===== src/rtl/acdp_pkg.sv =====
// Shared types, constant tables and round functions for the AES-CBC
// two-block decrypt and pad check pipeline. No dependencies.
package acdp_pkg;

    localparam int NUM_FWD_STAGES   = 13;  // key schedule walk to the last round key
    localparam int NUM_ROUND_STAGES = 13;  // middle rounds of AES-256, thirteen down to one
    localparam int ROUNDS_128       = 10;
    localparam int MAX_PAD          = 16;

    typedef logic [7:0]        byte_t;
    typedef logic [255:0][7:0] byte_tbl_t;
    typedef logic [9:0][7:0]   rcon_tbl_t;
    typedef logic [7:0][31:0]  key_win_t;   // eight-word key schedule window, [0] oldest

    typedef struct packed {
        logic [63:0] key_word_0;
        logic [63:0] key_word_1;
        logic [63:0] key_word_2;
        logic [63:0] key_word_3;
        logic [63:0] iv_high;
        logic [63:0] iv_low;
        logic [63:0] cipher_word_0;
        logic [63:0] cipher_word_1;
        logic [63:0] cipher_word_2;
        logic [63:0] cipher_word_3;
    } acdp_in_t;

    typedef struct packed {
        logic [63:0] plain_word_0;
        logic [63:0] plain_word_1;
        logic [63:0] plain_word_2;
        logic [63:0] plain_word_3;
        logic        padding_valid;
        logic [7:0]  pad_value;
    } acdp_out_t;

    typedef struct packed {
        key_win_t     key;
        logic [127:0] blk0;
        logic [127:0] blk1;
        logic [127:0] iv;
        logic [127:0] ct0;
    } acdp_pipe_t;

    typedef struct packed {
        logic [127:0] pt0;
        logic [127:0] pt1;
    } acdp_plain_t;

    function automatic byte_t xtime(input byte_t a);
        return {a[6:0], 1'b0} ^ (a[7] ? 8'h1b : 8'h00);
    endfunction

    function automatic byte_t gf_mul(input byte_t a, input byte_t b);
        byte_t r;
        byte_t x;
        r = 8'h00;
        x = a;
        for (int i = 0; i < 8; i++) begin
            if (b[i]) r = r ^ x;
            x = xtime(x);
        end
        return r;
    endfunction

    // a^254, with zero mapped to zero
    function automatic byte_t gf_inv(input byte_t a);
        byte_t r;
        byte_t base;
        logic [7:0] e;
        r = 8'h01;
        base = a;
        e = 8'd254;
        for (int i = 0; i < 8; i++) begin
            if (e[i]) r = gf_mul(r, base);
            base = gf_mul(base, base);
        end
        return r;
    endfunction

    function automatic byte_t rotl8(input byte_t x, input int n);
        return byte_t'((x << n) | (x >> (8 - n)));
    endfunction

    function automatic byte_tbl_t gen_sbox();
        byte_tbl_t t;
        byte_t b;
        for (int i = 0; i < 256; i++) begin
            b = gf_inv(byte_t'(i));
            t[i] = b ^ rotl8(b, 1) ^ rotl8(b, 2) ^ rotl8(b, 3) ^ rotl8(b, 4) ^ 8'h63;
        end
        return t;
    endfunction

    function automatic byte_tbl_t gen_inv_sbox();
        byte_tbl_t t;
        byte_t y;
        for (int i = 0; i < 256; i++) begin
            y = byte_t'(i);
            t[i] = gf_inv(rotl8(y, 1) ^ rotl8(y, 3) ^ rotl8(y, 6) ^ 8'h05);
        end
        return t;
    endfunction

    function automatic rcon_tbl_t gen_rcon();
        rcon_tbl_t t;
        byte_t r;
        r = 8'h01;
        for (int i = 0; i < 10; i++) begin
            t[i] = r;
            r = xtime(r);
        end
        return t;
    endfunction

    localparam byte_tbl_t SBOX     = gen_sbox();
    localparam byte_tbl_t INV_SBOX = gen_inv_sbox();
    localparam rcon_tbl_t RCON     = gen_rcon();

    function automatic logic [31:0] sub_word(input logic [31:0] w);
        return {SBOX[w[31:24]], SBOX[w[23:16]], SBOX[w[15:8]], SBOX[w[7:0]]};
    endfunction

    // schedule core: rotate, substitute, add round constant
    function automatic logic [31:0] rot_sub(input logic [31:0] w, input byte_t rc);
        return sub_word({w[23:0], w[31:24]}) ^ {rc, 24'h000000};
    endfunction

    function automatic key_win_t key_fwd_256(input key_win_t k, input logic rs,
                                             input byte_t rc);
        key_win_t r;
        logic [31:0] t;
        t = rs ? rot_sub(k[7], rc) : sub_word(k[7]);
        r[0] = k[4];
        r[1] = k[5];
        r[2] = k[6];
        r[3] = k[7];
        r[4] = k[0] ^ t;
        r[5] = k[1] ^ r[4];
        r[6] = k[2] ^ r[5];
        r[7] = k[3] ^ r[6];
        return r;
    endfunction

    function automatic key_win_t key_fwd_128(input key_win_t k, input byte_t rc);
        key_win_t r;
        r = k;
        r[0] = k[0] ^ rot_sub(k[3], rc);
        r[1] = k[1] ^ r[0];
        r[2] = k[2] ^ r[1];
        r[3] = k[3] ^ r[2];
        return r;
    endfunction

    function automatic key_win_t key_back_256(input key_win_t k, input logic rs,
                                              input byte_t rc);
        key_win_t r;
        logic [31:0] t;
        t = rs ? rot_sub(k[3], rc) : sub_word(k[3]);
        r[0] = k[4] ^ t;
        r[1] = k[5] ^ k[4];
        r[2] = k[6] ^ k[5];
        r[3] = k[7] ^ k[6];
        r[4] = k[0];
        r[5] = k[1];
        r[6] = k[2];
        r[7] = k[3];
        return r;
    endfunction

    function automatic key_win_t key_back_128(input key_win_t k, input byte_t rc);
        key_win_t r;
        r = k;
        r[3] = k[3] ^ k[2];
        r[2] = k[2] ^ k[1];
        r[1] = k[1] ^ k[0];
        r[0] = k[0] ^ rot_sub(r[3], rc);
        return r;
    endfunction

    function automatic logic [127:0] round_key(input key_win_t k, input logic hi);
        return hi ? {k[4], k[5], k[6], k[7]} : {k[0], k[1], k[2], k[3]};
    endfunction

    // byte n of a block sits at the most significant end for n = 0
    function automatic logic [127:0] inv_shift_sub(input logic [127:0] s);
        logic [127:0] t;
        for (int c = 0; c < 4; c++) begin
            for (int r = 0; r < 4; r++) begin
                t[127 - 8 * (c * 4 + r) -: 8] =
                    INV_SBOX[s[127 - 8 * (((c - r) & 3) * 4 + r) -: 8]];
            end
        end
        return t;
    endfunction

    function automatic logic [127:0] inv_mix(input logic [127:0] s);
        logic [127:0] t;
        byte_t a0, a1, a2, a3;
        for (int c = 0; c < 4; c++) begin
            a0 = s[127 - 8 * (c * 4)     -: 8];
            a1 = s[127 - 8 * (c * 4 + 1) -: 8];
            a2 = s[127 - 8 * (c * 4 + 2) -: 8];
            a3 = s[127 - 8 * (c * 4 + 3) -: 8];
            t[127 - 8 * (c * 4) -: 8] = gf_mul(a0, 8'd14) ^ gf_mul(a1, 8'd11) ^
                                        gf_mul(a2, 8'd13) ^ gf_mul(a3, 8'd9);
            t[127 - 8 * (c * 4 + 1) -: 8] = gf_mul(a0, 8'd9) ^ gf_mul(a1, 8'd14) ^
                                            gf_mul(a2, 8'd11) ^ gf_mul(a3, 8'd13);
            t[127 - 8 * (c * 4 + 2) -: 8] = gf_mul(a0, 8'd13) ^ gf_mul(a1, 8'd9) ^
                                            gf_mul(a2, 8'd14) ^ gf_mul(a3, 8'd11);
            t[127 - 8 * (c * 4 + 3) -: 8] = gf_mul(a0, 8'd11) ^ gf_mul(a1, 8'd13) ^
                                            gf_mul(a2, 8'd9) ^ gf_mul(a3, 8'd14);
        end
        return t;
    endfunction

endpackage


===== src/rtl/acdp_pad_stage.sv =====
// Output register stage: PKCS7 pad check on the second plaintext block.
// Depends on acdp_pkg.
module acdp_pad_stage (
    input  logic                aclk,
    input  logic                aresetn,
    input  logic                in_valid,
    output logic                in_ready,
    input  acdp_pkg::acdp_plain_t in_plain,
    output logic                out_valid,
    input  logic                out_ready,
    output acdp_pkg::acdp_out_t   out_data
);
    import acdp_pkg::*;

    logic      valid_reg;
    acdp_out_t data_reg;
    acdp_out_t data_next;
    byte_t     pad;
    logic      ok;

    assign pad = in_plain.pt1[7:0];

    // check the last pad bytes against the pad value
    always_comb begin
        ok = (pad >= 8'd1) && (pad <= 8'(MAX_PAD));
        for (int i = 0; i < MAX_PAD; i++) begin
            if ((8'(i) < pad) && (in_plain.pt1[8 * i +: 8] != pad)) ok = 1'b0;
        end
        data_next.plain_word_0  = in_plain.pt0[127:64];
        data_next.plain_word_1  = in_plain.pt0[63:0];
        data_next.plain_word_2  = in_plain.pt1[127:64];
        data_next.plain_word_3  = in_plain.pt1[63:0];
        data_next.padding_valid = ok;
        data_next.pad_value     = pad;
    end

    assign in_ready = !valid_reg || out_ready;

    always_ff @(posedge aclk) begin
        if (!aresetn) begin
            valid_reg <= 1'b0;
        end else if (in_ready) begin
            valid_reg <= in_valid;
        end
    end

    always_ff @(posedge aclk) begin
        if (in_valid && in_ready) begin
            data_reg <= data_next;
        end
    end

    assign out_valid = valid_reg;
    assign out_data  = data_reg;
endmodule


===== config.mk =====
export PLATFORM = sky130hd
export DESIGN_NAME = acdp_pad_stage
export DESIGN_NICKNAME = d
export VERILOG_FILES = /design/src/rtl/acdp_pkg.sv /design/src/rtl/acdp_pad_stage.sv
export SDC_FILE = /design/constraint.sdc
export NUM_CORES = 1
export LEC_CHECK = 0
export BUFFER_PORTS_ARGS = -buffer_cell sky130_fd_sc_hd__buf_4
export CORE_AREA = 2 2 204 206
export CTS_CLUSTER_DIAMETER = 80
export DETAILED_ROUTE_END_ITERATION = 6
export DIE_AREA = 0 0 206 208
export HOLD_SLACK_MARGIN = 0.15
export PLACE_DENSITY_LB_ADDON = 0.15
export SLEW_MARGIN = 20
export SYNTH_ARGS = -nofsm -noshare
export SYNTH_HDL_FRONTEND = slang
export SYNTH_SLANG_ARGS = --single-unit

===== constraint.sdc =====
create_clock -name aclk -period 7.6 [get_ports aclk]
set_input_delay 1.52 -clock aclk [delete_from_list [all_inputs] [get_ports aclk]]
set_output_delay 1.52 -clock aclk [all_outputs]
set_load 0.05 [all_outputs]

==> flow_metrics.env <==
export IMPL_postPlaceCellArea_um2=13900
export IMPL_slew_headroom_pct=31.0
export IMPL_ys_top_cells_by_area="edfxtp_1, xor2_1, xnor2_1"
export IMPL_cp_start_kind="input pin"
export IMPL_ctsRootBufferMaster="clkbuf_16"
export IMPL_drv_cap=0
export IMPL_antenna_found_initial=2
export IMPL_synth_largest_area_cell="edfxtp_1"
export IMPL_worstPathCellList="buf_4, nand2b_1, buf_4"
export IMPL_hpwl_um=26400
export IMPL_yosysSeqAreaShare_pct=82.2
export IMPL_grt_max_degree=163
export IMPL_layout_drive_gt1_share_pct=54.8
export IMPL_post_cts_setup_buffers=0
export IMPL_grt_overflow_total=0
export IMPL_synth_flop_cell="edfxtp_1"
export IMPL_final_cell_area_um2=14900
export IMPL_vdd_drop_max_mv=0.151
export IMPL_max_freq_mhz=285
export IMPL_synth_most_common_cell="edfxtp_1"
export IMPL_ys_types=33
export IMPL_p_per_area_nw_per_um2=257
export IMPL_start_util_pct=23.2
export IMPL_netlist_area_um2=9410
export IMPL_hold_viol_final=0
export IMPL_syn_inst=483
export IMPL_async_flop_share_pct=0
export IMPL_synth_common_cells="edfxtp_1, xor2_1, xnor2_1, nor4_1, nand4_1"
export IMPL_rsz0062_at_grt="false"
export IMPL_syn_avg_cell_area_um2=19.5
export IMPL_routed_wl_um=34000
export IMPL_rows=74
export IMPL_cts_tree="yes"
export IMPL_final_util_pct=36.8
export IMPL_synth_edf_count=257
export IMPL_groute_usage_overall_pct=14.9
export IMPL_critPathSlowestCell="buf_4"
export IMPL_area_delta_synth_final_pct=58.4
export IMPL_critPathCaptureType="output port"
export IMPL_cts_buffer_depth=3
export IMPL_grt_pass1_vias=6291
export IMPL_cts_buffers=31
export IMPL_cts_resized=0
export IMPL_slowest_delay_ps=200
export IMPL_crit_fanout=3
export IMPL_dr_pass1_iters=4
export IMPL_cts_htree_levels=1
export IMPL_critPathTopFamily="buffers and inverters"
export IMPL_via_per_inst=3.97
export IMPL_vias=6257
export IMPL_port_buffers=526
export IMPL_path_common_cell="buf_4"
export IMPL_min_path_type="flip-flop to flip-flop"
export IMPL_clk_pin_slew_ps=60
export IMPL_ys_warn_count=0
export IMPL_worst_pin_slew_ps=1030
export IMPL_cts_hold_buf=0
export IMPL_final_nets=1277
export IMPL_ios=527
export IMPL_chipWidth_um=206
export IMPL_cp_num_buf_inv=2
export IMPL_status="finished, final reports clean"
export IMPL_setup_violations=0
export IMPL_synth_seq_cells=258
export IMPL_routabilityCongestion=0.776
export IMPL_cp_required_ps=6080
export IMPL_p_leak_uw=0.00599
export IMPL_fin_crit_sh_pct=46.1
export IMPL_fin_setup_tns_ps=0
export IMPL_clkLatencyLatePin_ps=560
export IMPL_arrival_ps=1990
export IMPL_die_y_um=208
export IMPL_clock_skew_ps=15.9
export IMPL_wire_per_inst_um=21.6
export IMPL_grt_pass1_wl_um=45800
export IMPL_yosys_area_top_type_share_pct=82.0
export IMPL_drc=0
export IMPL_drtIter0Drc=357
export IMPL_syn_nets=743
export IMPL_min_period_ps=3510
export IMPL_maxSlewViolCount=0
export IMPL_postRouteAntennaNets=0
export IMPL_die_area_um2=42800
export IMPL_critPathKind="input pin to output port"
export IMPL_coreArea_um2=40600
export IMPL_clock_sinks=258
==> kinds of logic (layout without fill, tap and decap cells) <==
group,Yosys count,count (layout),share of synthesized area [%]
other,0,2,0
XOR/XNOR,119,119,11.1
buffers and inverters,28,587,1.70
flip-flops,258,258,82.2
AND/OR/NAND/NOR,58,58,3.66
AO/OA/AOI/OAI,20,20,1.32
==> final timing paths <==
path              slack, ps  cells past startpoint  startpoint            end
setup reg to reg       5500                      3   out_valid  out_data[211]
setup / recovery       4090                      3   out_ready       in_ready
hold reg to reg         540                      2   out_valid      out_valid
hold / removal          540                      2   out_valid      out_valid
==> per-layer routing <==
layer | GRT usage (%) | vias up | part of all wire [%] | wire length (um)
met1 | 15.9 | 3019 | 35 | 12000
li1 | - | 2899 | - | -
met4 | 3.35 | 2 | 1.6 | 544
met2 | 27.1 | 295 | 52 | 17700
met3 | 5.95 | 42 | 11 | 3700
met5 | 0 | - | 0.038 | 13
==> worst reg2reg max path: stages, from the launching register on <==
cell	delay, ps
dfxtp_1	310
nand2b_1	100
and2_4	410
buf_12	570
==> area by class of cell <==
type                            count  area, um2
Inverter                            1       3.75
Sequential cell                   258       7740
Tap cell                          532        666
Fill cell                        3968      25600
Clock inverter                     13        176
Clock buffer                       45        828
Timing Repair Buffer              528       3980
Antenna cell                        2       5.00
Multi-Input combinational cell    197       1510
==> registers in the layout, summed over array words and instances, names as in the netlist <==
| register | count |
|---|---|
| out_data | 257 |
| out_valid | 1 |
==> stage by stage <==
step / worst slack [ps] / cells / hold slack [ps] / total power [uW]
after floorplan: 1920 / 483 / 1150 / 2120
final: 4090 / 1576 / 545 / 3830
after CTS: 4090 / 1574 / 552 / 3890
after detailed placement: 3860 / 1516 / 544 / 2410
after global routing: 4070 / 1574 / 592 / 3970
after global placement: 3870 / 1516 / 537 / 2400
==> report_power, final <==
group / internal [uW] / switching, uW
Sequential: 1670 / 22.0
Clock: 891 / 567
Combinational: 224 / 453
Total: 2780 / 1040
==> layout by cell type, fill, tap and decap left out, types with 2 or more instances in the layout <==
master     synthesis  final
nor2_1             6      6
a22oi_1            3      3
diode_2            0      2
or3_1              2      2
bufinv_16          0      4
nor3_1             4      4
edfxtp_1         257    257
clkbuf_16          0     31
nor4_1            18     18
a21oi_1            8      8
nand4_1           14     14
xor2_1            64     64
xnor2_1           55     55
buf_4              9    527
nand2b_1           2      2
inv_6              0      2
clkinv_1           0      4
o21ai_0            3      3
nand2_1            5      5
clkbuf_1           5     14
No activity file was read; power rests on OpenSTA's default activity.
