--- src/rtl/acdp_pkg.sv ---
// Shared types, constant tables and round functions for the AES-CBC
// two-block decrypt and pad check pipeline. No dependencies.
package acdp_pkg;

    localparam int NUM_FWD_STAGES   = 13;  // key schedule walk to the last round key
    localparam int NUM_ROUND_STAGES = 13;  // middle rounds of AES-256, thirteen down to one
    localparam int ROUNDS_128       = 10;
    localparam int MAX_PAD          = 16;

    typedef logic [7:0]        byte_t;
    typedef logic [255:0][7:0] byte_tbl_t;
    typedef logic [9:0][7:0]   rcon_tbl_t;
    typedef logic [7:0][31:0]  key_win_t;   // eight-word key schedule window, [0] oldest

    typedef struct packed {
        logic [63:0] key_word_0;
        logic [63:0] key_word_1;
        logic [63:0] key_word_2;
        logic [63:0] key_word_3;
        logic [63:0] iv_high;
        logic [63:0] iv_low;
        logic [63:0] cipher_word_0;
        logic [63:0] cipher_word_1;
        logic [63:0] cipher_word_2;
        logic [63:0] cipher_word_3;
    } acdp_in_t;

    typedef struct packed {
        logic [63:0] plain_word_0;
        logic [63:0] plain_word_1;
        logic [63:0] plain_word_2;
        logic [63:0] plain_word_3;
        logic        padding_valid;
        logic [7:0]  pad_value;
    } acdp_out_t;

    typedef struct packed {
        key_win_t     key;
        logic [127:0] blk0;
        logic [127:0] blk1;
        logic [127:0] iv;
        logic [127:0] ct0;
    } acdp_pipe_t;

    typedef struct packed {
        logic [127:0] pt0;
        logic [127:0] pt1;
    } acdp_plain_t;

    function automatic byte_t xtime(input byte_t a);
        return {a[6:0], 1'b0} ^ (a[7] ? 8'h1b : 8'h00);
    endfunction

    function automatic byte_t gf_mul(input byte_t a, input byte_t b);
        byte_t r;
        byte_t x;
        r = 8'h00;
        x = a;
        for (int i = 0; i < 8; i++) begin
            if (b[i]) r = r ^ x;
            x = xtime(x);
        end
        return r;
    endfunction

    // a^254, with zero mapped to zero
    function automatic byte_t gf_inv(input byte_t a);
        byte_t r;
        byte_t base;
        logic [7:0] e;
        r = 8'h01;
        base = a;
        e = 8'd254;
        for (int i = 0; i < 8; i++) begin
            if (e[i]) r = gf_mul(r, base);
            base = gf_mul(base, base);
        end
        return r;
    endfunction

    function automatic byte_t rotl8(input byte_t x, input int n);
        return byte_t'((x << n) | (x >> (8 - n)));
    endfunction

    function automatic byte_tbl_t gen_sbox();
        byte_tbl_t t;
        byte_t b;
        for (int i = 0; i < 256; i++) begin
            b = gf_inv(byte_t'(i));
            t[i] = b ^ rotl8(b, 1) ^ rotl8(b, 2) ^ rotl8(b, 3) ^ rotl8(b, 4) ^ 8'h63;
        end
        return t;
    endfunction

    function automatic byte_tbl_t gen_inv_sbox();
        byte_tbl_t t;
        byte_t y;
        for (int i = 0; i < 256; i++) begin
            y = byte_t'(i);
            t[i] = gf_inv(rotl8(y, 1) ^ rotl8(y, 3) ^ rotl8(y, 6) ^ 8'h05);
        end
        return t;
    endfunction

    function automatic rcon_tbl_t gen_rcon();
        rcon_tbl_t t;
        byte_t r;
        r = 8'h01;
        for (int i = 0; i < 10; i++) begin
            t[i] = r;
            r = xtime(r);
        end
        return t;
    endfunction

    localparam byte_tbl_t SBOX     = gen_sbox();
    localparam byte_tbl_t INV_SBOX = gen_inv_sbox();
    localparam rcon_tbl_t RCON     = gen_rcon();

    function automatic logic [31:0] sub_word(input logic [31:0] w);
        return {SBOX[w[31:24]], SBOX[w[23:16]], SBOX[w[15:8]], SBOX[w[7:0]]};
    endfunction

    // schedule core: rotate, substitute, add round constant
    function automatic logic [31:0] rot_sub(input logic [31:0] w, input byte_t rc);
        return sub_word({w[23:0], w[31:24]}) ^ {rc, 24'h000000};
    endfunction

    function automatic key_win_t key_fwd_256(input key_win_t k, input logic rs,
                                             input byte_t rc);
        key_win_t r;
        logic [31:0] t;
        t = rs ? rot_sub(k[7], rc) : sub_word(k[7]);
        r[0] = k[4];
        r[1] = k[5];
        r[2] = k[6];
        r[3] = k[7];
        r[4] = k[0] ^ t;
        r[5] = k[1] ^ r[4];
        r[6] = k[2] ^ r[5];
        r[7] = k[3] ^ r[6];
        return r;
    endfunction

    function automatic key_win_t key_fwd_128(input key_win_t k, input byte_t rc);
        key_win_t r;
        r = k;
        r[0] = k[0] ^ rot_sub(k[3], rc);
        r[1] = k[1] ^ r[0];
        r[2] = k[2] ^ r[1];
        r[3] = k[3] ^ r[2];
        return r;
    endfunction

    function automatic key_win_t key_back_256(input key_win_t k, input logic rs,
                                              input byte_t rc);
        key_win_t r;
        logic [31:0] t;
        t = rs ? rot_sub(k[3], rc) : sub_word(k[3]);
        r[0] = k[4] ^ t;
        r[1] = k[5] ^ k[4];
        r[2] = k[6] ^ k[5];
        r[3] = k[7] ^ k[6];
        r[4] = k[0];
        r[5] = k[1];
        r[6] = k[2];
        r[7] = k[3];
        return r;
    endfunction

    function automatic key_win_t key_back_128(input key_win_t k, input byte_t rc);
        key_win_t r;
        r = k;
        r[3] = k[3] ^ k[2];
        r[2] = k[2] ^ k[1];
        r[1] = k[1] ^ k[0];
        r[0] = k[0] ^ rot_sub(r[3], rc);
        return r;
    endfunction

    function automatic logic [127:0] round_key(input key_win_t k, input logic hi);
        return hi ? {k[4], k[5], k[6], k[7]} : {k[0], k[1], k[2], k[3]};
    endfunction

    // byte n of a block sits at the most significant end for n = 0
    function automatic logic [127:0] inv_shift_sub(input logic [127:0] s);
        logic [127:0] t;
        for (int c = 0; c < 4; c++) begin
            for (int r = 0; r < 4; r++) begin
                t[127 - 8 * (c * 4 + r) -: 8] =
                    INV_SBOX[s[127 - 8 * (((c - r) & 3) * 4 + r) -: 8]];
            end
        end
        return t;
    endfunction

    function automatic logic [127:0] inv_mix(input logic [127:0] s);
        logic [127:0] t;
        byte_t a0, a1, a2, a3;
        for (int c = 0; c < 4; c++) begin
            a0 = s[127 - 8 * (c * 4)     -: 8];
            a1 = s[127 - 8 * (c * 4 + 1) -: 8];
            a2 = s[127 - 8 * (c * 4 + 2) -: 8];
            a3 = s[127 - 8 * (c * 4 + 3) -: 8];
            t[127 - 8 * (c * 4) -: 8] = gf_mul(a0, 8'd14) ^ gf_mul(a1, 8'd11) ^
                                        gf_mul(a2, 8'd13) ^ gf_mul(a3, 8'd9);
            t[127 - 8 * (c * 4 + 1) -: 8] = gf_mul(a0, 8'd9) ^ gf_mul(a1, 8'd14) ^
                                            gf_mul(a2, 8'd11) ^ gf_mul(a3, 8'd13);
            t[127 - 8 * (c * 4 + 2) -: 8] = gf_mul(a0, 8'd13) ^ gf_mul(a1, 8'd9) ^
                                            gf_mul(a2, 8'd14) ^ gf_mul(a3, 8'd11);
            t[127 - 8 * (c * 4 + 3) -: 8] = gf_mul(a0, 8'd11) ^ gf_mul(a1, 8'd13) ^
                                            gf_mul(a2, 8'd9) ^ gf_mul(a3, 8'd14);
        end
        return t;
    endfunction

endpackage

--- src/rtl/acdp_key_fwd_stage.sv ---
// One pipeline stage of the forward key schedule walk (four words a stage).
// Depends on acdp_pkg.
module acdp_key_fwd_stage #(
    parameter int STAGE = 0
) (
    input  logic               aclk,
    input  logic               aresetn,
    input  logic               key_is_256,
    input  logic               in_valid,
    output logic               in_ready,
    input  acdp_pkg::acdp_pipe_t in_pipe,
    output logic               out_valid,
    input  logic               out_ready,
    output acdp_pkg::acdp_pipe_t out_pipe
);
    import acdp_pkg::*;

    localparam byte_t RC_256 = RCON[STAGE / 2];
    localparam byte_t RC_128 = RCON[STAGE % ROUNDS_128];
    localparam logic  RS_256 = ((STAGE % 2) == 0);
    localparam logic  ACT_128 = (STAGE < ROUNDS_128);

    logic       valid_reg;
    acdp_pipe_t pipe_reg;
    acdp_pipe_t pipe_next;

    // step the schedule window forward by four words
    always_comb begin
        pipe_next = in_pipe;
        if (key_is_256) begin
            pipe_next.key = key_fwd_256(in_pipe.key, RS_256, RC_256);
        end else if (ACT_128) begin
            pipe_next.key = key_fwd_128(in_pipe.key, RC_128);
        end
    end

    assign in_ready = !valid_reg || out_ready;

    always_ff @(posedge aclk) begin
        if (!aresetn) begin
            valid_reg <= 1'b0;
        end else if (in_ready) begin
            valid_reg <= in_valid;
        end
    end

    always_ff @(posedge aclk) begin
        if (in_valid && in_ready) begin
            pipe_reg <= pipe_next;
        end
    end

    assign out_valid = valid_reg;
    assign out_pipe  = pipe_reg;
endmodule

--- config.mk ---
export PLATFORM = sky130hd
export DESIGN_NAME = acdp_key_fwd_stage
export DESIGN_NICKNAME = d
export VERILOG_FILES = /design/src/rtl/acdp_pkg.sv /design/src/rtl/acdp_key_fwd_stage.sv
export SDC_FILE = /design/constraint.sdc
export NUM_CORES = 2
export LEC_CHECK = 0
export ABC_CLOCK_PERIOD_IN_PS = 31300
export BUFFER_PORTS_ARGS = -buffer_cell sky130_fd_sc_hd__buf_4
export CAP_MARGIN = 20
export CORE_AREA = 2 2 608 610
export DETAILED_ROUTE_END_ITERATION = 6
export DIE_AREA = 0 0 610 612
export HOLD_SLACK_MARGIN = 0.03
export PLACE_DENSITY = 0.33
export RECOVER_POWER = 25
export SYNTH_ARGS = -nofsm -noshare
export SYNTH_HDL_FRONTEND = slang
export SYNTH_SLANG_ARGS = --single-unit
--- constraint.sdc ---
create_clock -name aclk -period 31.3 [get_ports aclk]
set_input_delay 6.26 -clock aclk [delete_from_list [all_inputs] [get_ports aclk]]
set_output_delay 6.26 -clock aclk [all_outputs]
set_load 0.02 [all_outputs]
==> results.md <==
- The run finished, with violations left.
- The final reports fail on max-capacitance violations, max-slew violations.
- The simple-gate portion of the synthesized area is 14.1%.
- The class of the worst hold path is flop to flop.
- The top-level port count is 1543.
- In the post-synthesis netlist, the biggest area contributors are sky130_fd_sc_hd__edfxtp_1 41%, sky130_fd_sc_hd__mux4_2 4.6%, sky130_fd_sc_hd__o21ai_0 3.9%.
- The DRC violation count after routing is 0.
- The switching power of the nets is 1.33 mW.
- The number of hold-slack violations in the final timing report is 0.
- The arrival time reported for the critical path endpoint is 14120 ps.
- The final number of max-transition violations is 76.
- The TritonCTS clock tree is built.
- The total clock buffers created by CTS is 110.
- The master cell of the clock root buffer is sky130_fd_sc_hd__clkbuf_16.
- The proportion of layout cells with a drive suffix above 1 is 29.0%.
- Summed over all layers, the global routing overflow is 0.
- The number of cells in the design after placement is 11603.
- The adder and majority cell fraction of the synthesized area is 2.68%.
- The average footprint of a synthesized cell is 9.75 um2.
- The top cell type by area accounts for 41.2% of the synthesized area.
- In this run the worst path has a maximum fanout of 67.
- The critical path launch point type is an input pin.
- The number of detailed-routing iterations run before antenna repair is 7.
- The average wire per cell in the routed design is 34.6 um.
- For the finished layout, the period the worst path requires is 13630 ps.
- The maximum buffer depth of the clock tree is 4.
- The delay of the slowest critical-path stage is 2210 ps.
- The fraction of power consumed by combinational cells is 31.5%.
- Among all flip-flop cells after synthesis, the most frequent one is sky130_fd_sc_hd__edfxtp_1.
- The detailed router finished its first iteration with 6728 violations.
- Using the TritonRoute via totals, the vias-per-cell ratio works out to 4.75.
- The share of the synthesized area in compound gates (AO/OA/AOI/OAI) is 22.8%.
- Setup repair after global routing left no endpoint under its margin.
- The register share of total power is 35.3%.
- The total of flip-flops plus latches after synthesis is 769.
- The final cycle utilization of the critical path is 43.5%.
- The dominant combinational cell family by area after synthesis is compound AO/OA/AOI/OAI gates.
- The net count after synthesis is 6634.
- Of the synthesized area, sequential elements account for 41.3%.
- The maximum number of pins on one net before global-route repair is 137.
- The critical path goes through clkbuf_1, nand2b_1, and2_0, buf_4, buf_4, buf_4, buf_4, buf_4, buf_4.
- The number of clock sinks is 769.
- STA classifies the critical path endpoint as a flop.
- IR analysis of the VDD net gives a maximum drop of 0.0355 mV.
- The clock reaches the later pin of the worst-skew pair after 880 ps.
- The first global-routing pass estimated 533000 um of wire.
- The number of input and output port buffers inserted is 1542.
- The area of the placeable core is 367000 um2.
- The clock tree synthesis step divided the H-tree into 3 levels.
- The detail route stage leaves a number of antenna-violating nets equal to 0.
- The sum of net half-perimeters after detailed placement is 325000 um.
- The post-synthesis cell type with the largest combined area is sky130_fd_sc_hd__edfxtp_1.
- For the pin with the worst max-slew slack, the measured transition is 2990 ps.
- The die covers 373000 um2.
- After synthesis the cells add up to 56000 um2.
- The total number of vias is 56403.
- The number of maximum-capacitance violations is 2.
- The fraction of power spent switching nets is 36.7%.
- During synthesis, Yosys emitted a total of 0 warnings.
- The global placement routability congestion is 0.928.
- After clock tree synthesis, the flow added hold-fix buffers numbering 0.
- The number of global-route vias before repair was 53566.
- The start-to-end type of the worst setup path is input pin to flop.
- The final number of setup-violating endpoints is 0.
- The number of antenna violations at the first check in global routing is 131.
- The die boundary width is 610 um.
- Leaving out filler cells and counting taps, the final layout contains 11886.
- Ranked by instance count, the synthesized netlist is headed by 768 x sky130_fd_sc_hd__edfxtp_1, 477 x sky130_fd_sc_hd__nand2_1, 439 x sky130_fd_sc_hd__o21ai_0.
- The internal power contribution is 2.29 mW.
- The required time of the worst setup path is 31790 ps.
- The count of nets after finishing is 7771.
- By instance count, the leading cell after synthesis is sky130_fd_sc_hd__edfxtp_1.
- In this run the vertical extent of the chip is 612 um.
- The portion of total power attributed to the clock network is 33.1%.
- The share of async-settable or async-resettable flops after synthesis is 0%.
- After floorplanning, the core was divided into 223 placement rows.
- Global routing used 20.9% of the available tracks across all layers.
- The cell with the largest stage delay on the worst path is sky130_fd_sc_hd__and2_0.
- Clock-pin slew was measured on the worst setup and hold paths at 60 ps.
- The multiplexer area fraction after synthesis is 7.75%.
- The total of cells resized after clock tree synthesis is 0.
- The number of cells produced by synthesis is 5741.
- The ratio of total power to cell area is 48.6 nW/um2.
- The total wire length is 412000 um.
- The static leakage is 27.1 nW.
- Compared with the post-synthesis result, the final layout area differs by 33.3%.
- The total area of multi-input combinational cells is 29800 um2.
- The starting utilization of the core area is 15.2%.
- The final-layout fill cell count is 40572.
- The combined flip-flop and latch cell area is 23100 um2.
- The cell type with the highest occurrence count on the critical path is sky130_fd_sc_hd__buf_4.
- The share of the synthesized netlist area taken by xor and xnor gates is 5.86%.
- The relative slew slack is -99.4%.
- The distinct cell type count of the synthesized netlist is 117.
- The clock skew after layout is 106 ps.
- The number of flops mapped to enable cells by yosys is 768.
- The sum of negative setup slack is 0 ps.
- Derived from the worst setup path, the maximum achievable clock frequency is 73.4 MHz.
- Once the clock tree was built, the setup fixing pass inserted 0 buffers.
sequential cells by signal, summed over array words and instances, names as in the netlist:
signal,count
out_pipe,768
out_valid,1
metal layers:
| metal | track usage (%) | share of wire, % |
|---|---|---|
| met5 | 0 | 0.12 |
| met4 | 10.2 | 5.5 |
| met3 | 6.16 | 8.9 |
| met2 | 36.0 | 49 |
| met1 | 23.6 | 36 |
through the flow:
| step | setup WS (ps) | total power, mW | hold WS, ps | cell area (um2) | util [%] |
|---|---|---|---|---|---|
| floorplan | 6220 | 1.94 | 750 | 56000 | - |
| global route | 17260 | 3.77 | 1070 | 74500 | 20.3 |
| detailed placement | 18100 | 2.45 | 1030 | 71500 | 19.5 |
| finish | 17670 | 3.62 | 1050 | 74600 | 20.3 |
| global placement | 18100 | 2.46 | 1040 | 71500 | 19.5 |
| CTS | 18100 | 3.69 | 1050 | 74800 | 20.4 |
logic make-up (layout without fill, tap and decap cells):
logic type / after synthesis / count (layout)
XOR/XNOR: 373 / 373
AND/OR/NAND/NOR: 1626 / 1626
buffers and inverters: 686 / 1906
AO/OA/AOI/OAI: 1899 / 1899
adder cells (fa/ha/maj): 120 / 120
flip-flops: 769 / 769
multiplexers: 268 / 268
other: 0 / 88
worst paths after layout:
path         startpoint       endpoint  slack [ps]  cells after the start
max           out_ready  out_pipe[129]       17670                      9
min           out_valid      out_valid        1050                      2
max reg2reg   out_valid  out_pipe[129]       23140                      8
min reg2reg   out_valid      out_valid        1050                      2
layout by cell type, fill, tap and decap left out, types with 31 or more instances in the layout:
cell                        count
sky130_fd_sc_hd__a211o_1       39
sky130_fd_sc_hd__a211oi_1      93
sky130_fd_sc_hd__a21oi_1      420
sky130_fd_sc_hd__a221oi_1      40
sky130_fd_sc_hd__a311oi_1      89
sky130_fd_sc_hd__a31oi_1      103
sky130_fd_sc_hd__and2_1        37
sky130_fd_sc_hd__and3_1        38
sky130_fd_sc_hd__buf_4       1111
sky130_fd_sc_hd__clkbuf_1     125
sky130_fd_sc_hd__clkbuf_16    110
sky130_fd_sc_hd__clkbuf_4     412
sky130_fd_sc_hd__clkinv_1      31
sky130_fd_sc_hd__diode_2       88
sky130_fd_sc_hd__edfxtp_1     768
sky130_fd_sc_hd__ha_1         120
sky130_fd_sc_hd__inv_1         58
sky130_fd_sc_hd__mux2_2        77
sky130_fd_sc_hd__mux2i_1       65
sky130_fd_sc_hd__mux4_2       114
sky130_fd_sc_hd__nand2_1      477
sky130_fd_sc_hd__nand2b_1     135
sky130_fd_sc_hd__nand3_1      148
sky130_fd_sc_hd__nor2_1       355
sky130_fd_sc_hd__nor2b_1      115
sky130_fd_sc_hd__nor3_1       144
sky130_fd_sc_hd__o211ai_1      98
sky130_fd_sc_hd__o21ai_0      439
sky130_fd_sc_hd__o21ai_1       47
sky130_fd_sc_hd__o311ai_0      89
sky130_fd_sc_hd__o31ai_1       57
sky130_fd_sc_hd__or2_2         45
sky130_fd_sc_hd__xnor2_1      225
sky130_fd_sc_hd__xor2_1       145
power by group through the flow:
stage / Clock (mW) / Combinational [mW] / Sequential [mW]
floorplan: 0 / 0.517 / 1.42
global placement: 0 / 1.16 / 1.30
detailed placement: 0 / 1.15 / 1.30
CTS: 1.25 / 1.16 / 1.28
global route: 1.28 / 1.20 / 1.29
finish: 1.20 / 1.14 / 1.28
critical path: cells and delay by family:
kind | cells | cell delay [ps]
AND/OR/NAND/NOR | 2 | 2590
buffers and inverters | 7 | 4930
final cells by class:
cell class	count	area share, %
diodes	88	0.295
multi-input cells	4286	40.0
well taps	4837	8.11
inverters	82	0.413
clock inverters	62	0.567
repair buffers	1629	15.9
clock buffers	133	3.81
flip-flops and latches	769	30.9
Power figures use the tool's default switching activity.
