File: config.mk
export PLATFORM = sky130hd
export DESIGN_NAME = acdp_edge_stage
export DESIGN_NICKNAME = d
export VERILOG_FILES = /design/src/rtl/acdp_pkg.sv /design/src/rtl/acdp_edge_stage.sv
export SDC_FILE = /design/constraint.sdc
export NUM_CORES = 1
export LEC_CHECK = 0
export ABC_AREA = 0
export ABC_CLOCK_PERIOD_IN_PS = 30200
export BUFFER_PORTS_ARGS = -buffer_cell sky130_fd_sc_hd__buf_4
export CORE_AREA = 2 2 601 603
export CTS_CLUSTER_SIZE = 30
export DETAILED_ROUTE_END_ITERATION = 8
export DIE_AREA = 0 0 603 605
export MAX_ROUTING_LAYER = met4
export PLACE_DENSITY = 0.38
export SYNTH_ARGS = -nofsm -noshare
export SYNTH_HDL_FRONTEND = slang
export SYNTH_SLANG_ARGS = --single-unit
export TNS_END_PERCENT = 5
File: constraint.sdc
create_clock -name aclk -period 30.2 [get_ports aclk]
set_clock_uncertainty 0.15 [all_clocks]
set_input_delay 6.04 -clock aclk [delete_from_list [all_inputs] [get_ports aclk]]
set_output_delay 6.04 -clock aclk [all_outputs]
set_load 0.01 [all_outputs]
File: src/rtl/acdp_pkg.sv
// Shared types, constant tables and round functions for the AES-CBC
// two-block decrypt and pad check pipeline. No dependencies.
package acdp_pkg;

    localparam int NUM_FWD_STAGES   = 13;  // key schedule walk to the last round key
    localparam int NUM_ROUND_STAGES = 13;  // middle rounds of AES-256, thirteen down to one
    localparam int ROUNDS_128       = 10;
    localparam int MAX_PAD          = 16;

    typedef logic [7:0]        byte_t;
    typedef logic [255:0][7:0] byte_tbl_t;
    typedef logic [9:0][7:0]   rcon_tbl_t;
    typedef logic [7:0][31:0]  key_win_t;   // eight-word key schedule window, [0] oldest

    typedef struct packed {
        logic [63:0] key_word_0;
        logic [63:0] key_word_1;
        logic [63:0] key_word_2;
        logic [63:0] key_word_3;
        logic [63:0] iv_high;
        logic [63:0] iv_low;
        logic [63:0] cipher_word_0;
        logic [63:0] cipher_word_1;
        logic [63:0] cipher_word_2;
        logic [63:0] cipher_word_3;
    } acdp_in_t;

    typedef struct packed {
        logic [63:0] plain_word_0;
        logic [63:0] plain_word_1;
        logic [63:0] plain_word_2;
        logic [63:0] plain_word_3;
        logic        padding_valid;
        logic [7:0]  pad_value;
    } acdp_out_t;

    typedef struct packed {
        key_win_t     key;
        logic [127:0] blk0;
        logic [127:0] blk1;
        logic [127:0] iv;
        logic [127:0] ct0;
    } acdp_pipe_t;

    typedef struct packed {
        logic [127:0] pt0;
        logic [127:0] pt1;
    } acdp_plain_t;

    function automatic byte_t xtime(input byte_t a);
        return {a[6:0], 1'b0} ^ (a[7] ? 8'h1b : 8'h00);
    endfunction

    function automatic byte_t gf_mul(input byte_t a, input byte_t b);
        byte_t r;
        byte_t x;
        r = 8'h00;
        x = a;
        for (int i = 0; i < 8; i++) begin
            if (b[i]) r = r ^ x;
            x = xtime(x);
        end
        return r;
    endfunction

    // a^254, with zero mapped to zero
    function automatic byte_t gf_inv(input byte_t a);
        byte_t r;
        byte_t base;
        logic [7:0] e;
        r = 8'h01;
        base = a;
        e = 8'd254;
        for (int i = 0; i < 8; i++) begin
            if (e[i]) r = gf_mul(r, base);
            base = gf_mul(base, base);
        end
        return r;
    endfunction

    function automatic byte_t rotl8(input byte_t x, input int n);
        return byte_t'((x << n) | (x >> (8 - n)));
    endfunction

    function automatic byte_tbl_t gen_sbox();
        byte_tbl_t t;
        byte_t b;
        for (int i = 0; i < 256; i++) begin
            b = gf_inv(byte_t'(i));
            t[i] = b ^ rotl8(b, 1) ^ rotl8(b, 2) ^ rotl8(b, 3) ^ rotl8(b, 4) ^ 8'h63;
        end
        return t;
    endfunction

    function automatic byte_tbl_t gen_inv_sbox();
        byte_tbl_t t;
        byte_t y;
        for (int i = 0; i < 256; i++) begin
            y = byte_t'(i);
            t[i] = gf_inv(rotl8(y, 1) ^ rotl8(y, 3) ^ rotl8(y, 6) ^ 8'h05);
        end
        return t;
    endfunction

    function automatic rcon_tbl_t gen_rcon();
        rcon_tbl_t t;
        byte_t r;
        r = 8'h01;
        for (int i = 0; i < 10; i++) begin
            t[i] = r;
            r = xtime(r);
        end
        return t;
    endfunction

    localparam byte_tbl_t SBOX     = gen_sbox();
    localparam byte_tbl_t INV_SBOX = gen_inv_sbox();
    localparam rcon_tbl_t RCON     = gen_rcon();

    function automatic logic [31:0] sub_word(input logic [31:0] w);
        return {SBOX[w[31:24]], SBOX[w[23:16]], SBOX[w[15:8]], SBOX[w[7:0]]};
    endfunction

    // schedule core: rotate, substitute, add round constant
    function automatic logic [31:0] rot_sub(input logic [31:0] w, input byte_t rc);
        return sub_word({w[23:0], w[31:24]}) ^ {rc, 24'h000000};
    endfunction

    function automatic key_win_t key_fwd_256(input key_win_t k, input logic rs,
                                             input byte_t rc);
        key_win_t r;
        logic [31:0] t;
        t = rs ? rot_sub(k[7], rc) : sub_word(k[7]);
        r[0] = k[4];
        r[1] = k[5];
        r[2] = k[6];
        r[3] = k[7];
        r[4] = k[0] ^ t;
        r[5] = k[1] ^ r[4];
        r[6] = k[2] ^ r[5];
        r[7] = k[3] ^ r[6];
        return r;
    endfunction

    function automatic key_win_t key_fwd_128(input key_win_t k, input byte_t rc);
        key_win_t r;
        r = k;
        r[0] = k[0] ^ rot_sub(k[3], rc);
        r[1] = k[1] ^ r[0];
        r[2] = k[2] ^ r[1];
        r[3] = k[3] ^ r[2];
        return r;
    endfunction

    function automatic key_win_t key_back_256(input key_win_t k, input logic rs,
                                              input byte_t rc);
        key_win_t r;
        logic [31:0] t;
        t = rs ? rot_sub(k[3], rc) : sub_word(k[3]);
        r[0] = k[4] ^ t;
        r[1] = k[5] ^ k[4];
        r[2] = k[6] ^ k[5];
        r[3] = k[7] ^ k[6];
        r[4] = k[0];
        r[5] = k[1];
        r[6] = k[2];
        r[7] = k[3];
        return r;
    endfunction

    function automatic key_win_t key_back_128(input key_win_t k, input byte_t rc);
        key_win_t r;
        r = k;
        r[3] = k[3] ^ k[2];
        r[2] = k[2] ^ k[1];
        r[1] = k[1] ^ k[0];
        r[0] = k[0] ^ rot_sub(r[3], rc);
        return r;
    endfunction

    function automatic logic [127:0] round_key(input key_win_t k, input logic hi);
        return hi ? {k[4], k[5], k[6], k[7]} : {k[0], k[1], k[2], k[3]};
    endfunction

    // byte n of a block sits at the most significant end for n = 0
    function automatic logic [127:0] inv_shift_sub(input logic [127:0] s);
        logic [127:0] t;
        for (int c = 0; c < 4; c++) begin
            for (int r = 0; r < 4; r++) begin
                t[127 - 8 * (c * 4 + r) -: 8] =
                    INV_SBOX[s[127 - 8 * (((c - r) & 3) * 4 + r) -: 8]];
            end
        end
        return t;
    endfunction

    function automatic logic [127:0] inv_mix(input logic [127:0] s);
        logic [127:0] t;
        byte_t a0, a1, a2, a3;
        for (int c = 0; c < 4; c++) begin
            a0 = s[127 - 8 * (c * 4)     -: 8];
            a1 = s[127 - 8 * (c * 4 + 1) -: 8];
            a2 = s[127 - 8 * (c * 4 + 2) -: 8];
            a3 = s[127 - 8 * (c * 4 + 3) -: 8];
            t[127 - 8 * (c * 4) -: 8] = gf_mul(a0, 8'd14) ^ gf_mul(a1, 8'd11) ^
                                        gf_mul(a2, 8'd13) ^ gf_mul(a3, 8'd9);
            t[127 - 8 * (c * 4 + 1) -: 8] = gf_mul(a0, 8'd9) ^ gf_mul(a1, 8'd14) ^
                                            gf_mul(a2, 8'd11) ^ gf_mul(a3, 8'd13);
            t[127 - 8 * (c * 4 + 2) -: 8] = gf_mul(a0, 8'd13) ^ gf_mul(a1, 8'd9) ^
                                            gf_mul(a2, 8'd14) ^ gf_mul(a3, 8'd11);
            t[127 - 8 * (c * 4 + 3) -: 8] = gf_mul(a0, 8'd11) ^ gf_mul(a1, 8'd13) ^
                                            gf_mul(a2, 8'd9) ^ gf_mul(a3, 8'd14);
        end
        return t;
    endfunction

endpackage

File: src/rtl/acdp_edge_stage.sv
// Initial and final AES round stages: first round key add, or last inverse
// round plus CBC chaining. Depends on acdp_pkg.
module acdp_edge_stage #(
    parameter bit IS_FINAL = 1'b0
) (
    input  logic               aclk,
    input  logic               aresetn,
    input  logic               key_is_256,
    input  logic               in_valid,
    output logic               in_ready,
    input  acdp_pkg::acdp_pipe_t in_pipe,
    output logic               out_valid,
    input  logic               out_ready,
    output acdp_pkg::acdp_pipe_t out_pipe
);
    import acdp_pkg::*;

    logic         valid_reg;
    acdp_pipe_t   pipe_reg;
    acdp_pipe_t   pipe_next;
    logic [127:0] rk;
    logic [127:0] b0;
    logic [127:0] b1;

    // initial add uses the last round key; AES-256 keeps it in the upper half
    assign rk = round_key(in_pipe.key, !IS_FINAL && key_is_256);

    always_comb begin
        pipe_next = in_pipe;
        if (IS_FINAL) begin
            b0 = inv_shift_sub(in_pipe.blk0) ^ rk;
            b1 = inv_shift_sub(in_pipe.blk1) ^ rk;
            pipe_next.blk0 = b0 ^ in_pipe.iv;
            pipe_next.blk1 = b1 ^ in_pipe.ct0;
        end else begin
            b0 = in_pipe.blk0 ^ rk;
            b1 = in_pipe.blk1 ^ rk;
            pipe_next.blk0 = b0;
            pipe_next.blk1 = b1;
            if (!key_is_256) begin
                pipe_next.key = key_back_128(in_pipe.key, RCON[ROUNDS_128 - 1]);
            end
        end
    end

    assign in_ready = !valid_reg || out_ready;

    always_ff @(posedge aclk) begin
        if (!aresetn) begin
            valid_reg <= 1'b0;
        end else if (in_ready) begin
            valid_reg <= in_valid;
        end
    end

    always_ff @(posedge aclk) begin
        if (in_valid && in_ready) begin
            pipe_reg <= pipe_next;
        end
    end

    assign out_valid = valid_reg;
    assign out_pipe  = pipe_reg;
endmodule

==> results of run 1 <==
## sequential cells by signal, summed over array words and instances (netlist names)
signal and count:
out_pipe 768, out_valid 1
## cells in the final DEF (no fill, tap or decap), types with 22 or more instances in the layout
cell	n
sky130_fd_sc_hd__a211oi_1	51
sky130_fd_sc_hd__a21boi_0	102
sky130_fd_sc_hd__a21oi_1	211
sky130_fd_sc_hd__a221oi_1	29
sky130_fd_sc_hd__a311oi_1	51
sky130_fd_sc_hd__a31oi_1	64
sky130_fd_sc_hd__buf_4	1633
sky130_fd_sc_hd__clkbuf_1	30
sky130_fd_sc_hd__clkbuf_16	107
sky130_fd_sc_hd__diode_2	26
sky130_fd_sc_hd__edfxtp_1	768
sky130_fd_sc_hd__ha_1	60
sky130_fd_sc_hd__mux2i_1	46
sky130_fd_sc_hd__nand2_1	384
sky130_fd_sc_hd__nand2b_1	24
sky130_fd_sc_hd__nand3_1	106
sky130_fd_sc_hd__nor2_1	248
sky130_fd_sc_hd__nor3_1	83
sky130_fd_sc_hd__nor4_1	26
sky130_fd_sc_hd__o211ai_1	81
sky130_fd_sc_hd__o21ai_0	184
sky130_fd_sc_hd__o221ai_1	30
sky130_fd_sc_hd__o22ai_1	22
sky130_fd_sc_hd__o311ai_0	36
sky130_fd_sc_hd__xnor2_1	373
sky130_fd_sc_hd__xor2_1	27
## stage by stage
step | hold WS (ns) | area (µm²)
after global placement | 0.837 | 58700
after CTS | 0.840 | 61900
after floorplan | 0.460 | 41200
after global routing | 0.836 | 62000
after detailed placement | 0.830 | 58700
final | 0.768 | 62000
## final timing paths
check                         start                 endpoint  slack [ns]  cells past startpoint
max reg2reg  out_valid$_SDFFE_PN0N_  out_pipe[178]$_DFFE_PP_       24.47                      7
min          out_valid$_SDFFE_PN0N_   out_valid$_SDFFE_PN0N_        0.77                      2
max                       out_ready                 in_ready       17.38                      3
min reg2reg  out_valid$_SDFFE_PN0N_   out_valid$_SDFFE_PN0N_        0.77                      2
## worst min-delay path, cell delays in order, from the launching register on
cell                       delay (ns)
sky130_fd_sc_hd__dfxtp_1         0.39
sky130_fd_sc_hd__nand2b_1        0.24
sky130_fd_sc_hd__a21boi_0        0.21
## final cells by class
type	count	area share (%)
flip-flops and latches	769	37.2
multi-input cells	2582	28.0
repair buffers	1635	19.8
well taps	4773	9.64
clock buffers	137	4.50
clock inverters	47	0.604
inverters	18	0.119
diodes	26	0.105
## power groups by stage
stage / Sequential, mW / Clock, mW / Combinational, mW
after global placement: 1.35 / 0 / 0.999
after global routing: 1.33 / 1.29 / 1.04
after CTS: 1.33 / 1.26 / 0.991
after floorplan: 1.42 / 0 / 0.414
final: 1.33 / 1.21 / 0.991
after detailed placement: 1.35 / 0 / 0.986
## cell families after synthesis
logic type               Yosys count  synth area share [%]
AO/OA/AOI/OAI                   1068                  17.8
buffers and inverters            300                  3.13
flip-flops                       769                  56.0
adder cells (fa/ha/maj)           60                  1.82
XOR/XNOR                         443                  9.59
multiplexers                      53                  1.47
AND/OR/NAND/NOR                  958                  10.2
## synth_stat cells, drive strengths merged, types with 15 or more instances
library cell / instances
o31ai: 20
o22ai: 22
nand2b: 24
ha: 60
edfxtp: 768
a21boi: 103
xnor2: 391
o21ai: 197
buf: 120
o211ai: 82
nor4: 26
o311ai: 45
o221ai: 30
nor3: 83
or3: 15
a221oi: 32
clkbuf: 162
mux2i: 46
a31oi: 64
and2: 16
nand2: 387
a311oi: 52
a2111oi: 19
nor2: 250
o2111ai: 19
a211oi: 53
nand3: 106
inv: 17
xor2: 52
a21oi: 211
## layer usage
layer	part of all wire, %	wire length (µm)
met5	0	0
met4	3.3	9900
met2	50	152000
met3	7.4	22300
met1	39	117000
==> flow_summary.toml, run 1 <==
[outcome]
outcome = "completed"

[detailed_routing]
wire_per_inst_um = 30.2
detail_route.first_pass.iterations = 6
ant_nets = 0
drcViolationCount = 0
vias = 40000
drtIter0Drc = 4291
wirelength_um = 302000
routed_vias_inst = 4.01

[sta]
setup_tns_ns = 0
final_max_slew_viol_count = 0
grt_setup_unrepaired = "no"
final_hold_viol_count = 0
post-route-period-util_pct = 42.4
setup_viol = 0
maxSlewHeadroom_pct = 4.91
tightestPinTransition_ns = 1.39
maxClockFrequency_mhz = 78.0
fin_crit_period_ns = 12.82
fin_ws_ns = 17.38

[placed_design]
detailedPlacementHpwl_um = 239000
dpl_worst_slack_ns = 17.34
dp.cells = 9777
port_buffers = 1542
place.gp.congestion = 0.967

[final_layout]
area_delta_synth_final_pct = 50.3
drive_gt1_share_pct = 35.6
layout.filler_cells = 39900
multiInputGateArea_mm2 = 0.0173
stdcell_count = 9987
finish.net_count = 5946
ff_latch_area_mm2 = 0.0231
final_util_pct = 17.3

[grt]
grt_max_degree = 78
grt_pass1_wl_um = 390000
grt_remaining_overflow = 0
use_met2_pct = 27.8
grtUsageTotal_pct = 16.1
antenna_found_initial = 43
vias_in_the_first_global_route = 39000
gr-usage-met1_pct = 18.8
top_usage_layer = "met2"
groute.layer.met3.usage_pct = 3.53

[die]
design.portCount = 1543
floorplan.initialDensity_pct = 11.5
die_y_um = 605
core.rowCount = 220
placeableCoreArea_mm2 = 0.358
die_x_extent_um = 603
die-area_mm2 = 0.365

[setup_path]
critPathCaptureType = "primary output"
critical_path_arrival_ns = 6.63
cpLargestDelayFamily = "buffers and inverters"
required_ns = 24.01
path_max_fanout = 3
cp_slowest_cell = "sky130_fd_sc_hd__nand2b_1"
total_buffers_and_inverters_traversed_by_the_critical_path = 2
critPathMostFrequentCell = "sky130_fd_sc_hd__buf_4"
path_cells = "buf_4 -> nand2b_1 -> buf_4"
slowest_delay_ns = 0.24
setup.worst_path.start_class = "primary input"
criticalPathCategory = "primary input to primary output"

[pwr]
sequentialPowerShare_pct = 37.7
power.clock.fraction_pct = 34.2
combPwrFrac_pct = 28.1
p_leak_nw = 22.5
power_switching_share_pct = 34.6
switching_power_mw = 1.22
power_density_mw_per_mm2 = 56.9
cellInternalPower_mw = 2.31
total_power_mw = 3.52
vdd_ir_max_uv = 44.9

[logic_synthesis]
synth_seq_area_share_pct = 56.0
synthDominantCellAreaShare_pct = 55.9
ys.warnings.count = 0
postSynthAreaPerCell_um2 = 11.3
synth_top_cells_by_area = "sky130_fd_sc_hd__edfxtp_1 (56%), sky130_fd_sc_hd__xnor2_1 (8.3%), sky130_fd_sc_hd__nand2_1 (3.5%)"
syn_area_mm2 = 0.0412
synth-seq-cells = 769
ys_dominant_reg_cell = "sky130_fd_sc_hd__edfxtp_1"
synth.lib_cells_used.distinct = 85
async_flop_share_pct = 0
netlist.top_cell.by_area = "sky130_fd_sc_hd__edfxtp_1"
postSynthNetCount = 4484
syn-instance-count = 3651
synth_enable_flop_cells = 768

[clock_tree]
tritoncts = "yes"
tritoncts_num_sinks = 769
cts_hold_buffers = 0
numCtsBuffers = 107
post_cts_buffers = 0
cts.repair.resized = 0
clock_insertion_delay_worst_skew_ns = 0.79
cts_root_buffer = "sky130_fd_sc_hd__clkbuf_16"
maximum_root_to_sink_buffer_count = 4
clk_pin_slew_worst_paths_ns = 0.06
clock_tree.htree_level_count = 3

[run]
drv.max_cap_violation_count = 0

[worst_hold_path]
worst_hold_path_type = "flop to flop"
Note: power is estimated with default switching activity, not from simulation.
==> inputs of run 2 (changes only) <==
- ABC_AREA: 0 -> 1
- ABC_CLOCK_PERIOD_IN_PS: 30200 -> 13100
- CORE_AREA: 2 2 601 603 -> 2 2 597 599
- DIE_AREA: 0 0 603 605 -> 0 0 599 601
- clock period: 30.2 -> 13.1 ns (I/O delays scaled with it)
==> flow_summary.toml, run 2 <==
[outcome]
outcome = "completed"

[sta]
final_max_slew_viol_count = 0
fin_crit_period_ns = 6.12
tightestPinTransition_ns = 1.26
setup_tns_ns = 0
post-route-period-util_pct = 46.7
setup_viol = 0
final_hold_viol_count = 0
grt_setup_unrepaired = "no"
maxSlewHeadroom_pct = 15.3
maxClockFrequency_mhz = 163

[logic_synthesis]
synth-seq-cells = 769
netlist.top_cell.by_area = "sky130_fd_sc_hd__edfxtp_1"
async_flop_share_pct = 0
ys.warnings.count = 0
yosys.cell_count.top_type = "sky130_fd_sc_hd__nand2_1"
synthDominantCellAreaShare_pct = 56.6
ys_dominant_reg_cell = "sky130_fd_sc_hd__edfxtp_1"
syn-instance-count = 4353
synth_enable_flop_cells = 768
netlist_top_cells_count = "sky130_fd_sc_hd__nand2_1 (1313), sky130_fd_sc_hd__nand3_1 (912), sky130_fd_sc_hd__edfxtp_1 (768), sky130_fd_sc_hd__inv_1 (288), sky130_fd_sc_hd__xor2_1 (257)"
synth_top_cells_by_area = "sky130_fd_sc_hd__edfxtp_1 (57%), sky130_fd_sc_hd__nand2_1 (12%), sky130_fd_sc_hd__nand3_1 (11%)"
synth.lib_cells_used.distinct = 32
syn_area_mm2 = 0.0407
postSynthNetCount = 5186
postSynthAreaPerCell_um2 = 9.36
synth_seq_area_share_pct = 56.7

[placed_design]
detailedPlacementHpwl_um = 299000
dpl-instance-area_mm2 = 0.0580
dp.cells = 10500
place.gp.congestion = 0.993
port_buffers = 1542

[setup_path]
setup.worst_path.start_class = "primary input"
path_max_fanout = 12
critPathCaptureType = "flop"
critical_path_arrival_ns = 6.54
criticalPathCategory = "primary input to flop"
required_ns = 13.53

[grt]
grt_max_degree = 135
grt_pass1_wl_um = 457000
grt_remaining_overflow = 0
vias_in_the_first_global_route = 40900
antenna_found_initial = 80
grtUsageTotal_pct = 20.0

[detailed_routing]
vias = 41800
drtIter0Drc = 4636
drcViolationCount = 0
wire_per_inst_um = 34.0
ant_nets = 0
wirelength_um = 365000
detail_route.first_pass.iterations = 5
routed_vias_inst = 3.90

[die]
die_x_extent_um = 599
design.portCount = 1543
die_y_um = 601
die-area_mm2 = 0.360
floorplan.initialDensity_pct = 11.5
core.rowCount = 219
placeableCoreArea_mm2 = 0.354

[clock_tree]
clock_tree.htree_level_count = 3
maximum_root_to_sink_buffer_count = 4
clock_insertion_delay_worst_skew_ns = 0.82
cts_hold_buffers = 0
numCtsBuffers = 110
cts_root_buffer = "sky130_fd_sc_hd__clkbuf_16"
clk_pin_slew_worst_paths_ns = 0.05
post_cts_buffers = 0
tritoncts = "yes"
tritoncts_num_sinks = 769
cts.repair.resized = 0

[final_layout]
layout.cells.most_common_list = "sky130_fd_sc_hd__buf_4 (1589), sky130_fd_sc_hd__nand2_1 (1308), sky130_fd_sc_hd__nand3_1 (912)"
finish.net_count = 6691
area_delta_synth_final_pct = 51.4
layout.filler_cells = 40000
finish.instance_area_mm2 = 0.0617
stdcell_count = 10700
largest_register_ff_count = 768
final_common_cell = "sky130_fd_sc_hd__buf_4"
drive_gt1_share_pct = 30.8

[run]
drv.max_cap_violation_count = 0

[pwr]
power_density_mw_per_mm2 = 135
vdd_ir_max_uv = 109
total_power_mw = 8.32
p_leak_nw = 26.4

[worst_hold_path]
worst_hold_path_type = "flop to flop"
## run 2: cell count changes after synthesis, moves of 102 or more
cell / change
sky130_fd_sc_hd__nand2_1: +929
sky130_fd_sc_hd__nand3_1: +806
sky130_fd_sc_hd__nor2_1: -147
sky130_fd_sc_hd__a21oi_1: -136
sky130_fd_sc_hd__xor2_1: +213
sky130_fd_sc_hd__a21boi_0: -102
sky130_fd_sc_hd__inv_1: +278
sky130_fd_sc_hd__xnor2_1: -314
## run 2: worst max-delay path: stages
cell	delay, ns
sky130_fd_sc_hd__buf_4	0.12
sky130_fd_sc_hd__inv_1	0.59
sky130_fd_sc_hd__nand2_1	0.10
sky130_fd_sc_hd__nand2_1	0.56
sky130_fd_sc_hd__ha_1	0.44
sky130_fd_sc_hd__inv_2	0.11
sky130_fd_sc_hd__nand3_1	0.61
sky130_fd_sc_hd__nor2_1	0.52
sky130_fd_sc_hd__nor2_1	0.08
sky130_fd_sc_hd__a21oi_1	0.16
sky130_fd_sc_hd__nand2_1	0.09
sky130_fd_sc_hd__nand2_1	0.06
sky130_fd_sc_hd__nand2_1	0.05
sky130_fd_sc_hd__nand2_1	0.09
sky130_fd_sc_hd__nand2_1	0.07
sky130_fd_sc_hd__nand3_1	0.10
sky130_fd_sc_hd__nand2_1	0.06
sky130_fd_sc_hd__nand2_1	0.05
sky130_fd_sc_hd__inv_1	0.04
## run 2: per-layer routing
| metal | vias to the layer above | GRT usage, % | part of all wire [%] |
|---|---|---|---|
| li1 | 17900 | - | - |
| met1 | 21500 | 24.1 | 41 |
| met2 | 2129 | 33.2 | 49 |
| met3 | 330 | 3.24 | 6.1 |
| met4 | 0 | 7.65 | 4.5 |
| met5 | - | - | 0 |
## run 2: where the power goes
part	internal [mW]	switching [mW]
Clock	1.76	1.35
Sequential	2.96	0.150
Combinational	0.670	1.43
Total	5.39	2.93
## run 2: final timing paths
| kind | start | end | slack, ns | cells after the start |
|---|---|---|---|---|
| setup reg to reg | out_valid$_SDFFE_PN0N_ | out_pipe[321]$_DFFE_PP_ | 9.56 | 4 |
| hold / removal | out_valid$_SDFFE_PN0N_ | out_valid$_SDFFE_PN0N_ | 0.43 | 2 |
| hold reg to reg | out_valid$_SDFFE_PN0N_ | out_valid$_SDFFE_PN0N_ | 0.43 | 2 |
| setup / recovery | in_pipe[601] | out_pipe[513]$_DFFE_PP_ | 6.98 | 19 |
## run 2: cell families (layout without fill, tap and decap cells)
group / after synthesis / after routing / share of synthesized area (%)
xor gates and xnor gates: 339 / 339 / 7.42
adders and majority gates: 60 / 60 / 1.84
DFF: 769 / 769 / 56.7
AOI/OAI and AO/OA: 284 / 284 / 3.71
other: 0 / 42 / 0
buffers and inverters: 511 / 2105 / 5.11
and+or+nand+nor: 2390 / 2390 / 25.2
## run 2: metrics by stage
stage / hold slack (ns) / util, % / setup slack, ns
after floorplan: 0.478 / - / -2.67
after global placement: 0.434 / 16.4 / 5.91
after detailed placement: 0.426 / 16.4 / 6.02
after CTS: 0.437 / 17.4 / 6.89
after global routing: 0.477 / 17.4 / 6.78
final: 0.431 / 17.4 / 6.98
## run 2: final cells by class
cell class / instances / area, µm² / share of cell area [%]
antenna: 42 / 105 / 0.170
clock buffer: 121 / 2790 / 4.53
timing repair buffer: 1594 / 12000 / 19.5
clock inverter: 80 / 779 / 1.26
sequential: 769 / 23100 / 37.4
tap: 4751 / 5940 / 9.64
multi-input combinational: 3073 / 15800 / 25.6
inverter: 310 / 1170 / 1.90
